===== src/hw/rtl/thq_pkg.sv =====
// Shared types and constants for the total-order hold-back queue.
package thq_pkg;

    localparam int QUEUE_DEPTH = 16;
    localparam int IDX_W       = $clog2(QUEUE_DEPTH);
    localparam int CNT_W       = $clog2(QUEUE_DEPTH + 1);
    localparam int DRAIN_LIMIT = 16;
    localparam int DRN_W       = $clog2(DRAIN_LIMIT + 1);

    localparam logic UNDELIVERABLE = 1'b0;
    localparam logic DELIVERABLE   = 1'b1;

    localparam logic REQ_ADD  = 1'b0;
    localparam logic REQ_MARK = 1'b1;

    localparam logic KIND_MSG    = 1'b0;
    localparam logic KIND_STATUS = 1'b1;

    localparam logic [1:0] ST_ADDED     = 2'd0;
    localparam logic [1:0] ST_MARKED    = 2'd1;
    localparam logic [1:0] ST_NOT_FOUND = 2'd2;
    localparam logic [1:0] ST_FULL      = 2'd3;

    typedef enum logic [2:0] {
        S_IDLE,
        S_SCAN,
        S_HEAD,
        S_EMIT,
        S_STATUS
    } t_state;

    // Commands from the controller to the datapath.
    typedef struct packed {
        logic             load;       // capture request fields
        logic             scan_clr;   // restart a scan at slot zero
        logic             scan_step;  // examine one slot
        logic             do_add;     // write the free slot found
        logic             do_mark;    // update the matching slot
        logic             emit_head;  // present and remove the head
        logic             emit_stat;  // present the status item
        logic [1:0]       stat_code;
    } t_cmd;

    // Status from the datapath to the controller.
    typedef struct packed {
        logic             req_type;
        logic             scan_done;  // last slot examined this cycle
        logic             found;      // free slot or match was found
        logic             head_ok;    // head exists and is deliverable
    } t_sts;

endpackage


===== src/hw/rtl/thq_ctrl.sv =====
// Controller state machine of the hold-back queue.
module thq_ctrl
    import thq_pkg::*;
(
    input  logic i_clk,
    input  logic i_rst_n,
    input  logic start,
    output logic busy,
    input  t_sts i_sts,
    output t_cmd o_cmd
);

    t_state r_state, n_state;
    logic [DRN_W-1:0] r_drn, n_drn;
    logic [1:0] r_code, n_code;

    always_ff @(posedge i_clk) begin
        if (!i_rst_n) begin
            r_state <= S_IDLE;
            r_drn   <= '0;
            r_code  <= ST_ADDED;
        end else begin
            r_state <= n_state;
            r_drn   <= n_drn;
            r_code  <= n_code;
        end
    end

    always_comb begin
        n_state = r_state;
        n_drn   = r_drn;
        n_code  = r_code;
        o_cmd   = '0;
        o_cmd.stat_code = r_code;
        busy    = (r_state != S_IDLE);
        unique case (r_state)
            S_IDLE: begin
                if (start) begin
                    o_cmd.load     = 1'b1;
                    o_cmd.scan_clr = 1'b1;
                    n_state        = S_SCAN;
                end
            end
            S_SCAN: begin
                o_cmd.scan_step = 1'b1;
                if (i_sts.scan_done) begin
                    if (i_sts.req_type == REQ_ADD) begin
                        o_cmd.do_add = i_sts.found;
                        n_code  = i_sts.found ? ST_ADDED : ST_FULL;
                        n_state = S_STATUS;
                    end else if (i_sts.found) begin
                        o_cmd.do_mark  = 1'b1;
                        o_cmd.scan_clr = 1'b1;
                        n_code  = ST_MARKED;
                        n_drn   = '0;
                        n_state = S_HEAD;
                    end else begin
                        n_code  = ST_NOT_FOUND;
                        n_state = S_STATUS;
                    end
                end
            end
            S_HEAD: begin
                o_cmd.scan_step = 1'b1;
                if (i_sts.scan_done) begin
                    n_state = S_EMIT;
                end
            end
            S_EMIT: begin
                if (i_sts.head_ok && (r_drn < DRN_W'(DRAIN_LIMIT))) begin
                    o_cmd.emit_head = 1'b1;
                    o_cmd.scan_clr  = 1'b1;
                    n_drn   = r_drn + 1'b1;
                    n_state = S_HEAD;
                end else begin
                    n_state = S_STATUS;
                end
            end
            S_STATUS: begin
                o_cmd.emit_stat = 1'b1;
                n_state = S_IDLE;
            end
            default: n_state = S_IDLE;
        endcase
    end

endmodule


===== src/hw/rtl/thq_dp.sv =====
// Datapath of the hold-back queue: slot storage, slot scan and result register.
module thq_dp
    import thq_pkg::*;
(
    input  logic        i_clk,
    input  logic        i_rst_n,
    input  logic        i_req_type,
    input  logic [7:0]  i_sender_id,
    input  logic [31:0] i_msg_id,
    input  logic [31:0] i_seq_num,
    input  logic [7:0]  i_proposer_id,
    input  logic [7:0]  i_origin_process,
    input  t_cmd        i_cmd,
    output t_sts        o_sts,
    output logic        o_valid,
    output logic        o_kind,
    output logic [1:0]  o_status,
    output logic [7:0]  o_out_sender,
    output logic [31:0] o_out_msg,
    output logic [31:0] o_out_seq,
    output logic [7:0]  o_out_proposer,
    output logic [7:0]  o_out_origin,
    output logic        o_last
);

    logic [QUEUE_DEPTH-1:0] r_valid, r_ready;
    logic [7:0]  r_snd  [QUEUE_DEPTH];
    logic [31:0] r_msg  [QUEUE_DEPTH];
    logic [31:0] r_seq  [QUEUE_DEPTH];
    logic [7:0]  r_prop [QUEUE_DEPTH];
    logic [7:0]  r_orig [QUEUE_DEPTH];

    logic        r_req;
    logic [7:0]  r_isnd, r_iprop, r_iorig;
    logic [31:0] r_imsg, r_iseq;

    logic [IDX_W-1:0] r_idx;
    logic             r_found;
    logic [IDX_W-1:0] r_hit;

    logic             cand, better, last_slot;
    logic [IDX_W-1:0] tgt;

    assign last_slot = (r_idx == IDX_W'(QUEUE_DEPTH - 1));

    // The slot to update: an earlier hit, or the slot examined in this cycle.
    assign tgt = r_found ? r_hit : r_idx;

    // Candidate test for the slot under the scan pointer.
    always_comb begin
        cand   = (r_req == REQ_ADD) && !r_valid[r_idx];
        better = 1'b0;
        if (r_valid[r_idx]) begin
            if (r_seq[r_idx] != r_seq[r_hit]) begin
                better = r_seq[r_idx] < r_seq[r_hit];
            end else if (r_ready[r_idx] != r_ready[r_hit]) begin
                better = (r_ready[r_idx] == UNDELIVERABLE);
            end else begin
                better = r_prop[r_idx] < r_prop[r_hit];
            end
        end
    end

    logic matchs;
    assign matchs = r_valid[r_idx] && r_snd[r_idx] == r_isnd && r_msg[r_idx] == r_imsg;

    logic r_head_mode;

    always_ff @(posedge i_clk) begin
        if (!i_rst_n) begin
            r_valid     <= '0;
            r_ready     <= '0;
            r_found     <= 1'b0;
            r_idx       <= '0;
            r_hit       <= '0;
            r_head_mode <= 1'b0;
            o_valid     <= 1'b0;
        end else begin
            o_valid <= i_cmd.emit_head || i_cmd.emit_stat;
            if (i_cmd.load) begin
                r_req   <= i_req_type;
                r_isnd  <= i_sender_id;
                r_imsg  <= i_msg_id;
                r_iseq  <= i_seq_num;
                r_iprop <= i_proposer_id;
                r_iorig <= i_origin_process;
                r_head_mode <= 1'b0;
            end
            if (i_cmd.scan_clr) begin
                r_idx   <= '0;
                r_found <= 1'b0;
            end else if (i_cmd.scan_step) begin
                if (!r_head_mode) begin
                    if (!r_found && ((r_req == REQ_ADD) ? cand : matchs)) begin
                        r_found <= 1'b1;
                        r_hit   <= r_idx;
                    end
                end else if (r_valid[r_idx] && (!r_found || better)) begin
                    r_found <= 1'b1;
                    r_hit   <= r_idx;
                end
                r_idx <= r_idx + 1'b1;
            end
            if (i_cmd.do_add) begin
                r_valid[tgt] <= 1'b1;
                r_ready[tgt] <= UNDELIVERABLE;
                r_snd[tgt]   <= r_isnd;
                r_msg[tgt]   <= r_imsg;
                r_seq[tgt]   <= r_iseq;
                r_prop[tgt]  <= r_iprop;
                r_orig[tgt]  <= r_iorig;
            end
            if (i_cmd.do_mark) begin
                r_seq[tgt]   <= r_iseq;
                r_prop[tgt]  <= r_iprop;
                r_ready[tgt] <= DELIVERABLE;
                r_head_mode  <= 1'b1;
            end
            if (i_cmd.emit_head) begin
                r_valid[r_hit] <= 1'b0;
                r_ready[r_hit] <= UNDELIVERABLE;
                o_kind         <= KIND_MSG;
                o_status       <= ST_ADDED;
                o_out_sender   <= r_snd[r_hit];
                o_out_msg      <= r_msg[r_hit];
                o_out_seq      <= r_seq[r_hit];
                o_out_proposer <= r_prop[r_hit];
                o_out_origin   <= r_orig[r_hit];
                o_last         <= 1'b0;
            end
            if (i_cmd.emit_stat) begin
                o_kind         <= KIND_STATUS;
                o_status       <= i_cmd.stat_code;
                o_out_sender   <= '0;
                o_out_msg      <= '0;
                o_out_seq      <= '0;
                o_out_proposer <= '0;
                o_out_origin   <= '0;
                o_last         <= 1'b1;
            end
        end
    end

    always_comb begin
        o_sts.req_type  = r_req;
        o_sts.scan_done = last_slot;
        o_sts.found     = r_found || ((r_req == REQ_ADD) ? cand : matchs);
        o_sts.head_ok   = r_found && r_valid[r_hit] && (r_ready[r_hit] == DELIVERABLE);
    end

endmodule


===== src/hw/rtl/total_order_holdback_queue.sv =====
// Top level of the total-order hold-back queue.
// A request is a single transfer: drive the request fields and raise
// start while busy is low; the request is taken at that clock edge.
// An add looks for the lowest free slot and stores the message as
// undeliverable. A mark looks for the lowest slot holding the same sender
// and message id, sets its final sequence and proposer and marks it
// deliverable. After a successful mark the queue drains: the head in
// sequence order is found by a scan of all slots, one slot per cycle, and
// while it is deliverable it leaves as a message item, at most DRAIN_LIMIT per mark.
// Every request ends with one status item that carries o_last.
// Each result transfer is shown for exactly one cycle with o_valid high;
// the receiver cannot stall, so the block never waits on the output side.
// An add or an unmatched mark needs one scan of all slots before its status.
// A matched mark adds one full head scan per drained message and a final
// scan that finds the head undeliverable or the drain limit reached.
// One request at a time: the next one can be taken in the status cycle.
// Synchronous reset empties the queue and returns the controller to idle.
module total_order_holdback_queue
    import thq_pkg::*;
(
    input  logic        i_clk,
    input  logic        i_rst_n,
    input  logic        start,
    output logic        busy,
    input  logic        i_req_type,
    input  logic [7:0]  i_sender_id,
    input  logic [31:0] i_msg_id,
    input  logic [31:0] i_seq_num,
    input  logic [7:0]  i_proposer_id,
    input  logic [7:0]  i_origin_process,
    output logic        o_valid,
    output logic        o_kind,
    output logic [1:0]  o_status,
    output logic [7:0]  o_out_sender,
    output logic [31:0] o_out_msg,
    output logic [31:0] o_out_seq,
    output logic [7:0]  o_out_proposer,
    output logic [7:0]  o_out_origin,
    output logic        o_last
);

    t_cmd cmd;
    t_sts sts;

    // Sequencing of the scan, drain and status steps.
    thq_ctrl u_ctrl (
        .i_clk   (i_clk),
        .i_rst_n (i_rst_n),
        .start   (start),
        .busy    (busy),
        .i_sts   (sts),
        .o_cmd   (cmd)
    );

    // Slot storage and the result register.
    thq_dp u_dp (
        .i_clk            (i_clk),
        .i_rst_n          (i_rst_n),
        .i_req_type       (i_req_type),
        .i_sender_id      (i_sender_id),
        .i_msg_id         (i_msg_id),
        .i_seq_num        (i_seq_num),
        .i_proposer_id    (i_proposer_id),
        .i_origin_process (i_origin_process),
        .i_cmd            (cmd),
        .o_sts            (sts),
        .o_valid          (o_valid),
        .o_kind           (o_kind),
        .o_status         (o_status),
        .o_out_sender     (o_out_sender),
        .o_out_msg        (o_out_msg),
        .o_out_seq        (o_out_seq),
        .o_out_proposer   (o_out_proposer),
        .o_out_origin     (o_out_origin),
        .o_last           (o_last)
    );

    // A status item always carries the last flag and a message item never does.
    a_last_kind: assert property (@(posedge i_clk) disable iff (!i_rst_n)
        o_valid |-> (o_last == o_kind)) else $error("last flag disagrees with kind");

    // The block is already idle in the cycle that a status transfer is shown.
    a_stat_idle: assert property (@(posedge i_clk) disable iff (!i_rst_n)
        (o_valid && o_last) |-> !busy) else $error("busy after status");

    // An accepted request makes the block busy in the following cycle.
    a_no_start_out: assert property (@(posedge i_clk) disable iff (!i_rst_n)
        (start && !busy) |=> busy) else $error("request not taken");

endmodule


===== config.mk =====
export PLATFORM = sky130hd
export DESIGN_NAME = total_order_holdback_queue
export DESIGN_NICKNAME = d
export VERILOG_FILES = /design/src/hw/rtl/thq_pkg.sv /design/src/hw/rtl/thq_ctrl.sv /design/src/hw/rtl/thq_dp.sv /design/src/hw/rtl/total_order_holdback_queue.sv
export SDC_FILE = /design/constraint.sdc
export NUM_CORES = 2
export LEC_CHECK = 0
export BUFFER_PORTS_ARGS = -buffer_cell sky130_fd_sc_hd__buf_4
export CORE_MARGIN = 2
export CORE_UTILIZATION = 67
export CTS_CLUSTER_DIAMETER = 40
export DETAILED_ROUTE_END_ITERATION = 16
export PLACE_DENSITY = 0.85
export RECOVER_POWER = 50
export SYNTH_ARGS = -nofsm -noshare
export SYNTH_HDL_FRONTEND = slang
export SYNTH_HIERARCHICAL = 1
export SYNTH_SLANG_ARGS = --single-unit
export TNS_END_PERCENT = 100

===== constraint.sdc =====
create_clock -name i_clk -period 15.11 [get_ports i_clk]
set_input_delay 1.511 -clock i_clk [delete_from_list [all_inputs] [get_ports i_clk]]
set_output_delay 1.511 -clock i_clk [all_outputs]
set_load 0.01 [all_outputs]

==> flow_metrics.env <==
export IMPL_critPathMaxFanout=106
export IMPL_clock_sinks=1649
export IMPL_skew_ns=0.03015
export IMPL_drc=0
export IMPL_antenna_left=0
export IMPL_place_ws_ns=6.655
export IMPL_cts_resized=0
export IMPL_cts_root_buf="clkbuf_16"
export IMPL_finalSetupTns_ns=0
export IMPL_end_kind="flop"
export IMPL_min_path_type="reg -> reg"
export IMPL_ys_async_sr_fraction=0
export IMPL_first_global_vias=44560
export IMPL_fin_crit_sh=0.6094
export IMPL_hpwl_um=103400
export IMPL_syn2layout_area_growth_pct=12.17
export IMPL_p_leak_uw=0.02510
export IMPL_viasPerCell=8.039
export IMPL_worst_pin_slew_ns=4.677
export IMPL_clkTransAtPathRegs_ns=0.06
export IMPL_rsz0062_at_grt="false"
export IMPL_worst_setup_path_type="reg -> reg"
export IMPL_status="finished with violations"
export IMPL_cp_buffers_inverters=3
export IMPL_synth_edf_count=1588
export IMPL_numCtsBuffers=187
export IMPL_startpoint_type="flop"
export IMPL_ctsHoldBuffers=0
export IMPL_ioPinCount=186
export IMPL_clock_latency_ns=0.81
export IMPL_routed_wirelength_um=209500
export IMPL_ys_ff_latch=1649
export IMPL_max_stage_delay_ns=1.02
export IMPL_path_depth=16
export IMPL_setup_viol=0
export IMPL_wire_per_inst_um=39.20
export IMPL_power_share_sequential=0.500
export IMPL_fin_crit_ns=9.208
export IMPL_track_usage=0.3817
export IMPL_fmax_ghz=0.1086
export IMPL_seq_area_mm2=0.04895
export IMPL_die_w_um=335.5
export IMPL_num_rows=121
export IMPL_cts_setup_buffers=0
export IMPL_slew_viol_final=188
export IMPL_cellInternalPower_uw=7951
export IMPL_arrival_ns=9.62
export IMPL_cp_required_ns=15.52
export IMPL_fin_nets=3911
export IMPL_antenna_found_initial=7
export IMPL_violations="max-capacitance violations, max-slew violations"
export IMPL_synth_net_count=3705
export IMPL_layout_setup_ws_ns=5.902
export IMPL_synth_ff_type="edfxtp_1"
export IMPL_multi_input_area_mm2=0.02361
export IMPL_ys_seq_area_frac=0.6643
export IMPL_swShare=0.2136
export IMPL_io_buffers=185
export IMPL_hold_viol_final=0
export IMPL_cts_tree="built"
export IMPL_place_gp_congestion=0.8880
export IMPL_start_util=0.6763
export IMPL_dieArea_mm2=0.1126
export IMPL_cp_cell_sequence="buf_4 > buf_12 > mux4_2 > mux2i_1 > nand2_1 > o211a_1 > nor4_1 > nor4bb_1 > nand4_1 > nor3_1 > or3_1 > ha_1 > and2_1 > o21ai_4 > nor2_4 > buf_4"
export IMPL_maxCapViolCount=5
export IMPL_powerDensity_mw_per_mm2=122.4
export IMPL_cp_endpoint="u_dp/r_seq[11][10]"
export IMPL_yosys_warnings=6
export IMPL_crit_slowest_cell="dfxtp_4"
export IMPL_drt_initial_drc_count=7916
export IMPL_share_comb_of_total_power=0.032
export IMPL_fin_area_mm2=0.08258
export IMPL_switchingPower_uw=2160
export IMPL_r2r_setup_slack_ns=5.90
export IMPL_die_h_um=335.5
export IMPL_ys_types=73
export IMPL_netlist_instances=3568
export IMPL_avgSynthCellArea_um2=20.63
export IMPL_drive_above_1_share=0.3338
export IMPL_reg2reg_depth=16
export IMPL_core_area_mm2=0.1089
export IMPL_grt_max_degree=107
export IMPL_ir_drop_mv=0.1095
export IMPL_total_power_uw=10110
export IMPL_fillers=5292
export IMPL_htree_levels=4
export IMPL_reg2reg_to="u_dp/r_seq[11][10]"
export IMPL_netlist_area_mm2=0.07362
export IMPL_ctsLongestPathBuffers=3
export IMPL_drt_first_pass_iters=8
export IMPL_overflow=0
export IMPL_cp_common_cell="buf_4"
export IMPL_dpl_cell_area_mm2=0.07662
export IMPL_path_delay_family="simple AND/OR/NAND/NOR gates"
export IMPL_p_clk_frac=0.468
export IMPL_slew_limit_headroom=-2.118
export IMPL_grt_pass1_wl_um=305600
export IMPL_dr_total_vias=42970
-- power groups by stage --
stage	Combinational [µW]	Sequential, µW	Clock, µW
3_5_place_dp	309	5150	0
2_1_floorplan	234	5120	0
6_report	321	5060	4730
5_1_grt	335	5060	4910
4_1_cts	322	5050	4750
3_3_place_gp	301	5140	0
-- cells in the mapped netlist, types with 42 or more instances --
cell	number	share of area
a21oi_1	48	0.0033
clkbuf_1	147	0.0075
o21ai_0	42	0.0029
ha_1	45	0.0076
buf_2	46	0.0031
edfxtp_1	1588	0.65
inv_1	69	0.0035
nand2_1	80	0.0041
mux2i_1	76	0.010
nor2_1	136	0.0069
mux4_2	793	0.24
dfxtp_1	61	0.017
nor2b_1	69	0.0059
-- per-layer routing --
layer	part of all wire	track usage	vias to the layer above
met3	0.14	0.1085	931
li1	-	-	15670
met2	0.49	0.5989	4543
met1	0.32	0.5023	21820
met4	0.055	0.1840	14
met5	0.00047	0	-
-- layout make-up --
type | instances | area share
well taps | 1414 | 0.02142
repair buffers | 264 | 0.01867
flip-flops and latches | 1649 | 0.5928
clock inverters | 126 | 0.01724
multi-input cells | 1601 | 0.2859
inverters | 71 | 0.003258
clock buffers | 219 | 0.06068
diodes | 1 | 0.00003030
-- sequential cells by signal, summed over array words and instances (netlist names), 2 cells and up, named ones only --
signal / flops
u_dp/r_snd: 128
u_dp/r_iprop: 8
u_dp/r_isnd: 8
u_ctrl/r_drn: 5
u_dp/r_valid: 16
u_dp/r_seq: 512
u_ctrl/r_code: 2
u_ctrl/r_state: 3
u_dp/r_iseq: 32
u_dp/r_imsg: 32
u_dp/r_prop: 128
u_dp/o_out_origin: 8
u_dp/r_orig: 128
u_dp/o_out_msg: 32
u_dp/r_idx: 4
u_dp/r_hit: 4
u_dp/r_msg: 512
u_dp/o_out_proposer: 8
u_dp/o_out_seq: 32
u_dp/o_out_sender: 8
u_dp/o_status: 2
u_dp/r_ready: 16
u_dp/r_iorig: 8
-- worst reg2reg max path: stages, from the launching register on --
cell      delay [ns]
dfxtp_4         1.02
buf_4           0.71
buf_12          0.66
mux4_2          0.72
mux2i_1         0.24
nand2_1         0.09
o211a_1         0.16
nor4_1          0.31
nor4bb_1        0.95
nand4_1         0.44
nor3_1          0.67
or3_1           0.46
ha_1            0.28
and2_1          0.70
o21ai_4         0.46
nor2_4          0.21
buf_4           0.72
-- how the worst min path moves through the flow --
| stage | startpoint | endpoint | slack, ns | depth (start not counted) |
|---|---|---|---|---|
| floorplan | u_dp/r_valid[10] | u_dp/r_valid[10] | 0.43 | 2 |
| global placement | u_dp/r_valid[11] | u_dp/r_valid[11] | 0.45 | 2 |
| detailed placement | u_dp/r_valid[0] | u_dp/r_valid[0] | 0.46 | 2 |
| CTS | u_dp/r_valid[9] | u_dp/r_valid[9] | 0.47 | 2 |
| global route | u_dp/r_valid[2] | u_dp/r_valid[2] | 0.50 | 2 |
| finish | u_dp/r_valid[9] | u_dp/r_valid[9] | 0.48 | 2 |
-- logic make-up (layout without fill, tap and decap cells) --
group                      after synthesis  count (layout)  share of synthesized area
DFF                                   1649            1649                     0.6643
adders and majority gates               45              45                   0.007648
xor gates and xnor gates                54              54                   0.006424
and+or+nand+nor                        411             411                    0.02772
AOI/OAI and AO/OA                      201             201                    0.01827
buffers and inverters                  318             680                    0.01849
muxes                                  890             890                     0.2572
other                                    0               1                          0
-- cell usage in the layout (no fill, tap or decap), types with 12 or more instances in the layout --
cell type / netlist / routed
a21oi_1: 48 / 48
a32oi_1: 16 / 16
buf_4: 13 / 74
bufinv_16: 0 / 23
clkbuf_1: 147 / 145
clkbuf_16: 0 / 196
clkbuf_4: 0 / 64
clkinv_1: 1 / 21
clkinv_2: 0 / 25
clkinv_4: 0 / 12
clkinvlp_4: 0 / 13
dfxtp_1: 61 / 49
edfxtp_1: 1588 / 1588
ha_1: 45 / 45
inv_1: 69 / 68
inv_6: 0 / 26
mux2_2: 16 / 16
mux2i_1: 76 / 76
mux4_2: 793 / 793
nand2_1: 80 / 80
nand2b_1: 14 / 14
nand3_1: 34 / 34
nand4_1: 14 / 14
nor2_1: 136 / 103
nor2_4: 0 / 33
nor2b_1: 69 / 69
o21ai_0: 42 / 41
xnor2_1: 31 / 31
xor2_1: 23 / 23
-- stage by stage --
stage | hold slack, ns | std cells | utilization
after floorplan | 0.4322 | 3568 | -
after global placement | 0.4481 | 4999 | 0.7039
after detailed placement | 0.4625 | 4999 | 0.7039
after CTS | 0.4720 | 5344 | 0.7630
after global routing | 0.4967 | 5344 | 0.7586
final | 0.4773 | 5345 | 0.7586
Note: power is estimated with default switching activity, not from simulation.
